## src/sv/scr_pkg.sv

```systemverilog
// Package for the sector cache tag and clock replacement engine.
// Holds payload widths and parameter defaults; no dependencies.
package scr_pkg;

   localparam int ENTRY_COUNT_DEF = 64;
   localparam int SECTOR_BITS_DEF = 32;

   localparam int SECTOR_W = 32;
   localparam int ENTRY_W  = 6;

endpackage

```

## src/sv/scr_if.sv

```systemverilog
// Request and response channel interfaces of the sector cache engine.
// Depends on scr_pkg for the payload widths.
interface scr_req_if import scr_pkg::*; ();
   logic                valid;
   logic                ready;
   logic                op;
   logic [SECTOR_W-1:0] sector;

   modport source (output valid, output op, output sector, input ready);
   modport sink   (input valid, input op, input sector, output ready);
endinterface

interface scr_rsp_if import scr_pkg::*; ();
   logic                valid;
   logic                ready;
   logic                hit;
   logic [ENTRY_W-1:0]  entry;
   logic                evict_dirty;
   logic [SECTOR_W-1:0] evict_sector;

   modport source (output valid, output hit, output entry, output evict_dirty,
                   output evict_sector, input ready);
   modport sink   (input valid, input hit, input entry, input evict_dirty,
                   input evict_sector, output ready);
endinterface

```

## src/sv/sector_cache_clock_replacement.sv

```systemverilog
// Tag and clock replacement engine of a fully associative sector cache.
// Depends on scr_pkg and the channel interfaces in scr_if.sv.
//
// One transaction is processed at a time. Tags, dirty and used marks live in
// one synchronous memory of ENTRY_COUNT words, read and written once a cycle;
// valid marks are flip-flops cleared at reset, so no clearing pass is needed.
// The tag search reads the memory one entry per cycle from entry 0 and stops
// at the first hit. A miss searches all entries, then the clock sweep reads
// one entry per cycle from the hand, clearing used marks until it reaches an
// unused or invalid entry; it skips at most ENTRY_COUNT used entries. A
// finished result sits in the output register while the next request is
// accepted.
module sector_cache_clock_replacement
   import scr_pkg::*;
#(
   parameter int ENTRY_COUNT = ENTRY_COUNT_DEF,
   parameter int SECTOR_BITS = SECTOR_BITS_DEF
) (
   input  logic      clock,
   input  logic      reset,
   scr_req_if.sink   req_bus,
   scr_rsp_if.source rsp_bus
);

   localparam int IDX_W = $clog2(ENTRY_COUNT);
   localparam logic [IDX_W-1:0] LAST_IDX = IDX_W'(ENTRY_COUNT - 1);

   typedef enum logic [3:0] {
      ST_IDLE   = 4'b0001,
      ST_SEARCH = 4'b0010,
      ST_SWEEP  = 4'b0100,
      ST_DONE   = 4'b1000
   } state_type;

   typedef struct packed {
      logic [SECTOR_BITS-1:0] tag;
      logic                   dirty;
      logic                   used;
   } word_type;

   function automatic logic [IDX_W-1:0] next_idx(input logic [IDX_W-1:0] idx);
      next_idx = (idx == LAST_IDX) ? '0 : idx + 1'b1;
   endfunction

   word_type mem [ENTRY_COUNT];

   state_type              state_ff, state_in;
   logic                   op_ff, op_in;
   logic [SECTOR_BITS-1:0] sec_ff, sec_in;
   logic [IDX_W-1:0]       scan_ff, scan_in;
   logic                   issue_ff, issue_in;
   logic                   rd_live_ff, rd_live_in;
   logic [IDX_W-1:0]       rd_idx_ff, rd_idx_in;
   word_type               rd_data_ff;
   logic [ENTRY_COUNT-1:0] valid_ff, valid_in;
   logic [IDX_W-1:0]       hand_ff, hand_in;

   logic                   res_hit_ff, res_hit_in;
   logic [IDX_W-1:0]       res_idx_ff, res_idx_in;
   logic                   res_evd_ff, res_evd_in;
   logic [SECTOR_W-1:0]    res_evs_ff, res_evs_in;

   logic                   rsp_valid_ff, rsp_valid_in;
   logic                   rsp_hit_ff, rsp_hit_in;
   logic [ENTRY_W-1:0]     rsp_entry_ff, rsp_entry_in;
   logic                   rsp_evd_ff, rsp_evd_in;
   logic [SECTOR_W-1:0]    rsp_evs_ff, rsp_evs_in;

   logic                   rd_en;
   logic [IDX_W-1:0]       rd_addr;
   logic                   wr_en;
   logic [IDX_W-1:0]       wr_addr;
   word_type               wr_data;
   logic                   rd_valid;
   logic                   match;
   logic                   used_now;
   logic                   victim_now;

   assign rd_valid   = valid_ff[rd_idx_ff];
   assign match      = rd_live_ff && rd_valid && (rd_data_ff.tag == sec_ff);
   assign used_now   = rd_valid && rd_data_ff.used;
   assign victim_now = (state_ff == ST_SWEEP) && rd_live_ff && !used_now;

   always_comb begin
      state_in     = state_ff;
      op_in        = op_ff;
      sec_in       = sec_ff;
      scan_in      = scan_ff;
      issue_in     = issue_ff;
      hand_in      = hand_ff;
      valid_in     = valid_ff;
      res_hit_in   = res_hit_ff;
      res_idx_in   = res_idx_ff;
      res_evd_in   = res_evd_ff;
      res_evs_in   = res_evs_ff;
      rsp_hit_in   = rsp_hit_ff;
      rsp_entry_in = rsp_entry_ff;
      rsp_evd_in   = rsp_evd_ff;
      rsp_evs_in   = rsp_evs_ff;
      rsp_valid_in = rsp_valid_ff && !rsp_bus.ready;
      rd_en        = 1'b0;
      rd_addr      = scan_ff;
      wr_en        = 1'b0;
      wr_addr      = rd_idx_ff;
      wr_data      = rd_data_ff;

      unique case (state_ff)
         ST_IDLE: begin
            if (req_bus.valid) begin
               op_in    = req_bus.op;
               sec_in   = SECTOR_BITS'(req_bus.sector);
               scan_in  = '0;
               issue_in = 1'b1;
               state_in = ST_SEARCH;
            end
         end
         ST_SEARCH: begin
            if (issue_ff) begin
               rd_en = 1'b1;
               if (scan_ff == LAST_IDX) begin
                  issue_in = 1'b0;
               end else begin
                  scan_in = scan_ff + 1'b1;
               end
            end
            if (match) begin
               wr_en         = 1'b1;
               wr_data.dirty = rd_data_ff.dirty | op_ff;
               wr_data.used  = 1'b1;
               res_hit_in    = 1'b1;
               res_idx_in    = rd_idx_ff;
               res_evd_in    = 1'b0;
               res_evs_in    = '0;
               issue_in      = 1'b0;
               state_in      = ST_DONE;
            end else if (rd_live_ff && rd_idx_ff == LAST_IDX) begin
               scan_in  = hand_ff;
               issue_in = 1'b1;
               state_in = ST_SWEEP;
            end
         end
         ST_SWEEP: begin
            if (issue_ff) begin
               rd_en   = 1'b1;
               scan_in = next_idx(scan_ff);
            end
            if (rd_live_ff) begin
               wr_en = 1'b1;
               if (used_now) begin
                  wr_data.used = 1'b0;
               end else begin
                  wr_data.tag          = sec_ff;
                  wr_data.dirty        = op_ff;
                  wr_data.used         = 1'b1;
                  valid_in[rd_idx_ff]  = 1'b1;
                  hand_in              = next_idx(rd_idx_ff);
                  res_hit_in           = 1'b0;
                  res_idx_in           = rd_idx_ff;
                  res_evd_in           = rd_valid && rd_data_ff.dirty;
                  res_evs_in           = (rd_valid && rd_data_ff.dirty) ?
                                         SECTOR_W'(rd_data_ff.tag) : '0;
                  issue_in             = 1'b0;
                  state_in             = ST_DONE;
               end
            end
         end
         ST_DONE: begin
            if (!rsp_valid_ff || rsp_bus.ready) begin
               rsp_valid_in = 1'b1;
               rsp_hit_in   = res_hit_ff;
               rsp_entry_in = ENTRY_W'(res_idx_ff);
               rsp_evd_in   = res_evd_ff;
               rsp_evs_in   = res_evs_ff;
               state_in     = ST_IDLE;
            end
         end
         default: begin
            state_in = ST_IDLE;
         end
      endcase

      rd_live_in = rd_en;
      rd_idx_in  = rd_addr;
   end

   always_ff @(posedge clock) begin
      if (wr_en) begin
         mem[wr_addr] <= wr_data;
      end
      if (rd_en) begin
         rd_data_ff <= mem[rd_addr];
      end
   end

   always_ff @(posedge clock) begin
      if (reset) begin
         state_ff     <= ST_IDLE;
         issue_ff     <= 1'b0;
         rd_live_ff   <= 1'b0;
         valid_ff     <= '0;
         hand_ff      <= '0;
         rsp_valid_ff <= 1'b0;
      end else begin
         state_ff     <= state_in;
         issue_ff     <= issue_in;
         rd_live_ff   <= rd_live_in;
         valid_ff     <= valid_in;
         hand_ff      <= hand_in;
         rsp_valid_ff <= rsp_valid_in;
      end
   end

   always_ff @(posedge clock) begin
      op_ff        <= op_in;
      sec_ff       <= sec_in;
      scan_ff      <= scan_in;
      rd_idx_ff    <= rd_idx_in;
      res_hit_ff   <= res_hit_in;
      res_idx_ff   <= res_idx_in;
      res_evd_ff   <= res_evd_in;
      res_evs_ff   <= res_evs_in;
      rsp_hit_ff   <= rsp_hit_in;
      rsp_entry_ff <= rsp_entry_in;
      rsp_evd_ff   <= rsp_evd_in;
      rsp_evs_ff   <= rsp_evs_in;
   end

   assign req_bus.ready        = (state_ff == ST_IDLE);
   assign rsp_bus.valid        = rsp_valid_ff;
   assign rsp_bus.hit          = rsp_hit_ff;
   assign rsp_bus.entry        = rsp_entry_ff;
   assign rsp_bus.evict_dirty  = rsp_evd_ff;
   assign rsp_bus.evict_sector = rsp_evs_ff;

   a_no_rw_collision: assert property (@(posedge clock) disable iff (reset)
      (wr_en && rd_en) |-> (wr_addr != rd_addr))
      else $error("memory write and read target the same entry");

   a_hand_past_victim: assert property (@(posedge clock) disable iff (reset)
      victim_now |=> (hand_ff == next_idx($past(rd_idx_ff))))
      else $error("clock hand not one past the victim");

   a_refill_valid: assert property (@(posedge clock) disable iff (reset)
      (state_ff == ST_DONE && !res_hit_ff) |-> valid_ff[res_idx_ff])
      else $error("refilled entry not marked valid");

   a_hit_no_evict: assert property (@(posedge clock) disable iff (reset)
      (rsp_bus.valid && rsp_bus.hit) |->
         (!rsp_bus.evict_dirty && rsp_bus.evict_sector == '0))
      else $error("hit transaction reports an eviction");

endmodule

```

## src/flat_wrapper.sv

```systemverilog
// flat-port wrapper written by rule: the top's interface ports become plain ports
module sector_cache_clock_replacement_flat import scr_pkg::*;
#(
   parameter int ENTRY_COUNT = ENTRY_COUNT_DEF,
   parameter int SECTOR_BITS = SECTOR_BITS_DEF
)
  (clock, reset, req_bus_valid, req_bus_op, req_bus_sector, req_bus_ready, rsp_bus_valid, rsp_bus_hit, rsp_bus_entry, rsp_bus_evict_dirty, rsp_bus_evict_sector, rsp_bus_ready);
  scr_req_if req_bus_i ();
  scr_rsp_if rsp_bus_i ();
  input  logic clock;
  input  logic reset;
  input wire logic [$bits(req_bus_i.valid)-1:0] req_bus_valid;
  input wire logic [$bits(req_bus_i.op)-1:0] req_bus_op;
  input wire logic [$bits(req_bus_i.sector)-1:0] req_bus_sector;
  output wire logic [$bits(req_bus_i.ready)-1:0] req_bus_ready;
  output wire logic [$bits(rsp_bus_i.valid)-1:0] rsp_bus_valid;
  output wire logic [$bits(rsp_bus_i.hit)-1:0] rsp_bus_hit;
  output wire logic [$bits(rsp_bus_i.entry)-1:0] rsp_bus_entry;
  output wire logic [$bits(rsp_bus_i.evict_dirty)-1:0] rsp_bus_evict_dirty;
  output wire logic [$bits(rsp_bus_i.evict_sector)-1:0] rsp_bus_evict_sector;
  input wire logic [$bits(rsp_bus_i.ready)-1:0] rsp_bus_ready;
  assign req_bus_i.valid = req_bus_valid;
  assign req_bus_i.op = req_bus_op;
  assign req_bus_i.sector = req_bus_sector;
  assign req_bus_ready = req_bus_i.ready;
  assign rsp_bus_valid = rsp_bus_i.valid;
  assign rsp_bus_hit = rsp_bus_i.hit;
  assign rsp_bus_entry = rsp_bus_i.entry;
  assign rsp_bus_evict_dirty = rsp_bus_i.evict_dirty;
  assign rsp_bus_evict_sector = rsp_bus_i.evict_sector;
  assign rsp_bus_i.ready = rsp_bus_ready;
  sector_cache_clock_replacement #(.ENTRY_COUNT(ENTRY_COUNT), .SECTOR_BITS(SECTOR_BITS)) u_core (.clock(clock), .reset(reset), .req_bus(req_bus_i), .rsp_bus(rsp_bus_i));
endmodule
```

## config.mk

```make
export PLATFORM = sky130hd
export DESIGN_NAME = sector_cache_clock_replacement_flat
export DESIGN_NICKNAME = d
export VERILOG_FILES = /design/src/sv/scr_pkg.sv /design/src/sv/scr_if.sv /design/src/sv/sector_cache_clock_replacement.sv /design/src/flat_wrapper.sv
export SDC_FILE = /design/constraint.sdc
export NUM_CORES = 2
export LEC_CHECK = 0
export ABC_CLOCK_PERIOD_IN_PS = 5590
export BUFFER_PORTS_ARGS = -buffer_cell sky130_fd_sc_hd__buf_2
export CAP_MARGIN = 10
export CORE_MARGIN = 2
export CORE_UTILIZATION = 49
export DETAILED_ROUTE_END_ITERATION = 7
export PLACE_DENSITY = 0.69
export SYNTH_ARGS = -nofsm -noshare
export SYNTH_HDL_FRONTEND = slang
export SYNTH_SLANG_ARGS = --single-unit
```

## constraint.sdc

```tcl
create_clock -name clock -period 5.59 [get_ports clock]
set_clock_uncertainty 0.1 [all_clocks]
set_input_delay 0.2795 -clock clock [delete_from_list [all_inputs] [get_ports clock]]
set_output_delay 0.2795 -clock clock [all_outputs]
set_load 0.02 [all_outputs]
```

## Yosys cells after proc, flatten, opt, wreduce, memory -nomap -nowiden

Memories as Yosys holds them, arrays and structs flattened. A register that Yosys moved wholly into a read port is not among the register bits.
Index checks and enable logic that the tools add are counted.

- Bits in registers: 202
- Bits in writable memories: 2176
- Input bits: 37
- Word-level logic and storage cells: 118
- Memories: 1

Memory list:

| memory | depth | width | read ports | clocked after memory_dff | write ports | line | source |
|---|---|---|---|---|---|---|---|
| u_core.mem | 64 | 34 | 1 | 1 | 1 | sector_cache_clock_replacement.sv:45 | `word_type mem [ENTRY_COUNT];` |

- $add $sub $neg: 2
- $lt $le $gt $ge: 2
- Equality and inequality tests: 14
- Multiplexer cells: 58
- Bitwise logic cells: 3
- Reduce and logical (&&, ||, !) cells: 20

Operators by type and width:

| kind | number |
|---|---|
| 32-bit 2-to-1 mux | 5 |
| 6-bit 2-to-1 mux | 11 |
| 64-bit OR | 1 |
| 32-bit case mux with 2 select lines | 1 |
| 34-bit 2-to-1 mux | 1 |
| 33-bit 2-to-1 mux | 1 |
| 32-bit == test | 1 |
| 4-bit 2-to-1 mux | 6 |
| 1-bit 2-to-1 mux | 22 |
| 6-bit case mux with 3 select lines | 1 |
| 4-bit case mux with 4 select lines | 1 |
| 6-bit by 1-bit adder with 6-bit output (second input constant) | 2 |
| 6-bit == test (second input constant) | 2 |
| 6-bit case mux with 2 select lines | 1 |
| 2-bit by 1-bit inequality test with 1-bit output (second input constant) | 4 |
| 4-bit AND reduction | 2 |
| 1-bit logical AND | 7 |
| 6-bit by 7-bit < comparator with 1-bit output (second input constant) | 1 |
| 1-bit binary-select mux with 6-bit select | 1 |
| 1-bit demux with 6-bit select | 1 |
| 6-bit by 1-bit >= comparator with 1-bit output (second input constant) | 1 |
| 1-bit case mux with 2 select lines | 3 |
| 3-bit AND reduction | 2 |
| 5-bit AND reduction | 1 |
| 17 further kinds | 20 |

## Logic depth before layout (Yosys ltp)

- Depth after elaboration: 8
- Depth in mapped cells: 12
- Gate-level depth less buffers: 8

## Worst setup path after synthesis

OpenSTA, ideal clock, no wires.

- Path type: reg-to-reg
- Start: reg u_core.rd_idx_ff[0]
- End: mem u_core.mem[0][1] (netlist bit), data pin
- Setup time: 0.540 ns
- Arrival time: 4.596 ns
- Required time: 4.950 ns
- Slack: 0.354 ns
- Stages on the path, launching flop included: 10
- Clock period less this slack: 5.236 ns
- Cell sequence: dfxtp_1 -> buf_2 -> buf_2 -> mux2i_1 -> a22oi_1 -> nand3_1 -> nand4_1 -> o21ai_1 -> o21bai_1 -> o2bb2ai_1

RTL lines:

| item | line | source |
|---|---|---|
| start, declared | sector_cache_clock_replacement.sv:53 | `logic [IDX_W-1:0] rd_idx_ff, rd_idx_in;` |
| start signal, assigned | sector_cache_clock_replacement.sv:217 | `rd_idx_ff <= rd_idx_in;` |
| end, declared | sector_cache_clock_replacement.sv:45 |  |

## Final worst setup path

- Start: reg u_core.rd_idx_ff[0]
- End: mem u_core.mem[11][28] (netlist bit) (enable)

- Word-level cells in the longest chain between the ends: 8

Ends and longest elaborated chain:

| item | line | source |
|---|---|---|
| 1-bit binary-select mux with 6-bit select | sector_cache_clock_replacement.sv:79 | `assign rd_valid = valid_ff[rd_idx_ff];` |
| 1-bit 2-to-1 mux (implied by the code) | sector_cache_clock_replacement.sv:79 |  |
| 1-bit logical AND (2 in a row) | sector_cache_clock_replacement.sv:80 | `assign match = rd_live_ff && rd_valid && (rd_data_ff.tag == sec_ff);` |
| 1-bit 2-to-1 mux | sector_cache_clock_replacement.sv:126 | `if (match) begin` |
| 1-bit case mux with 2 select lines | sector_cache_clock_replacement.sv:107 | `unique case (state_ff)` |
| 1-bit 2-to-1 mux | sector_cache_clock_replacement.sv:187 | `if (wr_en) begin` |
| 1-bit 2-to-1 mux (implied by the code) | sector_cache_clock_replacement.sv:188 | `mem[wr_addr] <= wr_data;` |

Several ways; a longest one is shown, not always the timed one. The select of a mux whose other input is x is not followed.

==> flow_summary.yaml <==
outcome:
  outcome: "finished, violations left"
  violations: "DRC"
setup_path:
  startpoint_type: "flip-flop"
  crit_required_ns: 5.98
  rr_startpoint: "u_core.rd_idx_ff[0]$_DFF_P_"
  cp_max_fo: 41
  critPathCaptureType: "flip-flop"
  r2r_setup_slack_ns: 0.73
  critPathKind: "flip-flop to flip-flop"
  crit_arrival_ns: 5.25
  r2r_end: "u_core.mem[11][28]$_DFFE_PP_"
  rr_worst_depth: 10
cts:
  cts_root_buf: "clkbuf_16"
  cts_tree: "yes"
  cts.sinks: 2412
  ctsHtreeMaxLevel: 4
  insertion_delay_ns: 0.87
  ctsResizeCount: 0
  cts_buffers: 231
  clk_pin_slew_worst_paths_ns: 0.06
  clockBufferDepth: 3
finish:
  postLayoutCellArea_um2: 105500
  layout_common_cells: "edfxtp_1, mux4_2, mux2i_1"
  syn2layout_area_growth_pct: 14.06
  final_common_cell: "edfxtp_1"
  drive_gt1_share_pct: 23.69
  fin_nets: 4808
detailed_routing:
  drt_pass1_iterations: 8
  viasPerCell: 6.341
  first_iter_violations: 6598
  drc_errors: 24
  vias: 47380
  routedWlPerCell_um: 31.22
  routed_wl_um: 233200
  ant_nets: 0
timing:
  finalCritPeriodShare_pct: 86.95
  period_needed_ns: 4.861
  maxSlewHeadroom_pct: 15.49
  finalSetupViolCount: 0
  worst_slew_pin_slew_ns: 1.265
  tns_ns: 0
  slew_viol_final: 0
  max_freq_mhz: 205.7
  rsz0062_at_grt: "false"
  finalHoldViolations: 0
  whs_ns: 0.04559
grt:
  grt_pass1_vias: 46160
  grt_usage_pct: 24.15
  grt_max_degree: 128
  grt_pass1_wl_um: 333300
  grt-ovfl-total: 0
  antenna_found_initial: 12
synth:
  syn_avg_cell_area_um2: 20.57
  synth_ff_type: "edfxtp_1"
  syn_area_um2: 92520
  syn_nets: 4538
  yosysUniqueCellTypes: 54
  synth_seq_cells: 2412
  synth_edf_count: 2329
  async_reset_ff_share_pct: 0
  synth_warnings: 0
  yosysSeqAreaShare_pct: 77.38
  synthCells: 4498
placement:
  placed_area_um2: 97150
  portBuffers: 78
  gp_congestion: 0.8458
  hpwl_um: 130400
die:
  initial_core_util_pct: 49.27
  die_h_um: 438.5
  die_x_um: 438.5
  ios: 79
  dieArea_um2: 192300
  coreArea_um2: 187800
  row_count: 159
pwr:
  leakage_uw: 0.03328
  ir_drop_mv: 0.4029
  powerDensity_nw_per_um2: 424.4
hold_path:
  holdPathEnd: "u_core.sec_ff[19]$_DFFE_PP_"
  min_from: "req_bus_sector[19]"
  hold_path_class: "input pin to flip-flop"
  min_delay_path_depth: 2
flow_run:
  max-cap-violations: 0
[report_power, final]
group / total [uW] / internal (uW) / switching (uW)
Combinational: 8630 / 3340 / 5290
Sequential: 20000 / 19800 / 168
Clock: 16200 / 9380 / 6770
[worst max-delay path, stage by stage (launching register included)]
cell,delay [ns]
dfxtp_2,1.07
mux4_2,0.60
mux2_2,0.27
nand2_1,0.06
nand4_1,0.18
o21ai_1,0.41
o21a_1,0.37
nand2b_1,0.68
buf_4,0.29
nor2_4,0.04
buf_4,0.38
[metrics by stage]
stage	total power (uW)	util, %	worst slack [ns]	instances
final	44780	56.20	0.7294	7471
after global routing	46050	56.19	0.5227	7469
after CTS	44850	56.14	0.7863	7462
after detailed placement	28860	51.73	0.7985	6985
after global placement	28790	51.73	0.9138	6985
after floorplan	25780	-	0.3543	4498
[layer usage]
layer / routed length [um] / global-route usage, % / part of all wire (%)
met2: 108400 / 36.87 / 46
met5: 52 / 0 / 0.022
met3: 24380 / 5.226 / 10
met1: 93470 / 35.06 / 40
met4: 6882 / 7.649 / 3.0
[what timing repair did]
item / in CTS / in global routing
hold endpoints to repair: 104 / 0
hold buffers: 39 / 0
setup buffers: 0 / 0
endpoints found under the setup margin: 0 / 0
[kinds of logic after synthesis]
kind of cell	synth area share (%)
buf+inv	1.297
flops	77.38
mux	15.00
simple gates	1.826
compound gates	4.084
fa+ha+maj	0.04057
xor+xnor	0.3692
[synth_stat cells, types with 2 or more instances]
cell      count  share of area, %
a21o_1        2             0.016
nor2b_1      10             0.068
nand3_1      15             0.081
nor4_1        9             0.061
edfxtp_1   2329                76
o21bai_1      2             0.016
nand4_1       4             0.027
xnor2_1       7             0.066
a221oi_1      3             0.028
or2_2         2             0.014
o21ai_0      45              0.24
mux2i_1     374               4.0
buf_1        32              0.13
dfxtp_1      83               1.8
nor3_1        6             0.032
and3b_1       2             0.019
a21oi_1     109              0.59
nand2b_1     12             0.081
buf_2        80              0.43
a211oi_1     31              0.25
nor2_1      164              0.67
o22ai_1      94              0.64
inv_1         4             0.016
and3_1        6             0.041
clkbuf_1    151              0.61
a31oi_1      68              0.46
xor2_1       32              0.30
o221ai_1    165               1.6
a22oi_1      13              0.11
nand2_1      89              0.36
buf_4        12             0.097
nand3b_1      3             0.024
ha_1          3             0.041
and2_1       42              0.28
mux2_2       34              0.41
a211o_1       2             0.019
o32ai_1      10             0.095
mux4_2      433                11
[sequential cells by signal, indices dropped and copies added (netlist names)]
| register | count |
|---|---|
| u_core.issue_ff | 1 |
| u_core.res_idx_ff | 6 |
| u_core.valid_ff | 64 |
| u_core.mem | 2176 |
| u_core.rd_addr | 6 |
| u_core.op_ff | 1 |
| u_core.sec_ff | 32 |
| u_core.res_evs_ff | 32 |
| u_core.rd_data_ff | 34 |
| u_core.hand_ff | 6 |
| u_core.rsp_bus.evict_sector | 32 |
| u_core.rsp_bus.evict_dirty | 1 |
| u_core.rsp_bus.hit | 1 |
| u_core.res_hit_ff | 1 |
| u_core.rsp_bus.valid | 1 |
| u_core.res_evd_ff | 1 |
| u_core.state_ff | 4 |
| u_core.rd_idx_ff | 6 |
| u_core.rd_live_ff | 1 |
| u_core.rsp_bus.entry | 6 |
[final cells by class]
| class | instances | area, um2 |
|---|---|---|
| Fill cell | 13590 | 82260 |
| Timing Repair Buffer | 312 | 2608 |
| Inverter | 6 | 27.53 |
| Antenna cell | 3 | 7.507 |
| Multi-Input combinational cell | 1805 | 20280 |
| Tap cell | 2495 | 3122 |
| Clock buffer | 278 | 6042 |
| Sequential cell | 2412 | 71600 |
| Clock inverter | 160 | 1847 |
[worst max path at each step]
stage | cells after the start | startpoint | slack [ns] | endpoint
4_1_cts | 10 | u_core.rd_idx_ff[0]$_DFF_P_ | 0.79 | u_core.mem[61][24]$_DFFE_PP_
3_5_place_dp | 9 | u_core.rd_idx_ff[0]$_DFF_P_ | 0.80 | u_core.mem[45][28]$_DFFE_PP_
6_report | 10 | u_core.rd_idx_ff[0]$_DFF_P_ | 0.73 | u_core.mem[11][28]$_DFFE_PP_
3_3_place_gp | 9 | u_core.sec_ff[12]$_DFFE_PP_ | 0.91 | u_core.mem[45][15]$_DFFE_PP_
2_1_floorplan | 9 | u_core.rd_idx_ff[0]$_DFF_P_ | 0.35 | u_core.mem[0][1]$_DFFE_PP_
5_1_grt | 10 | u_core.rd_idx_ff[0]$_DFF_P_ | 0.52 | u_core.mem[11][30]$_DFFE_PP_
(Power assumes the default switching activity.)
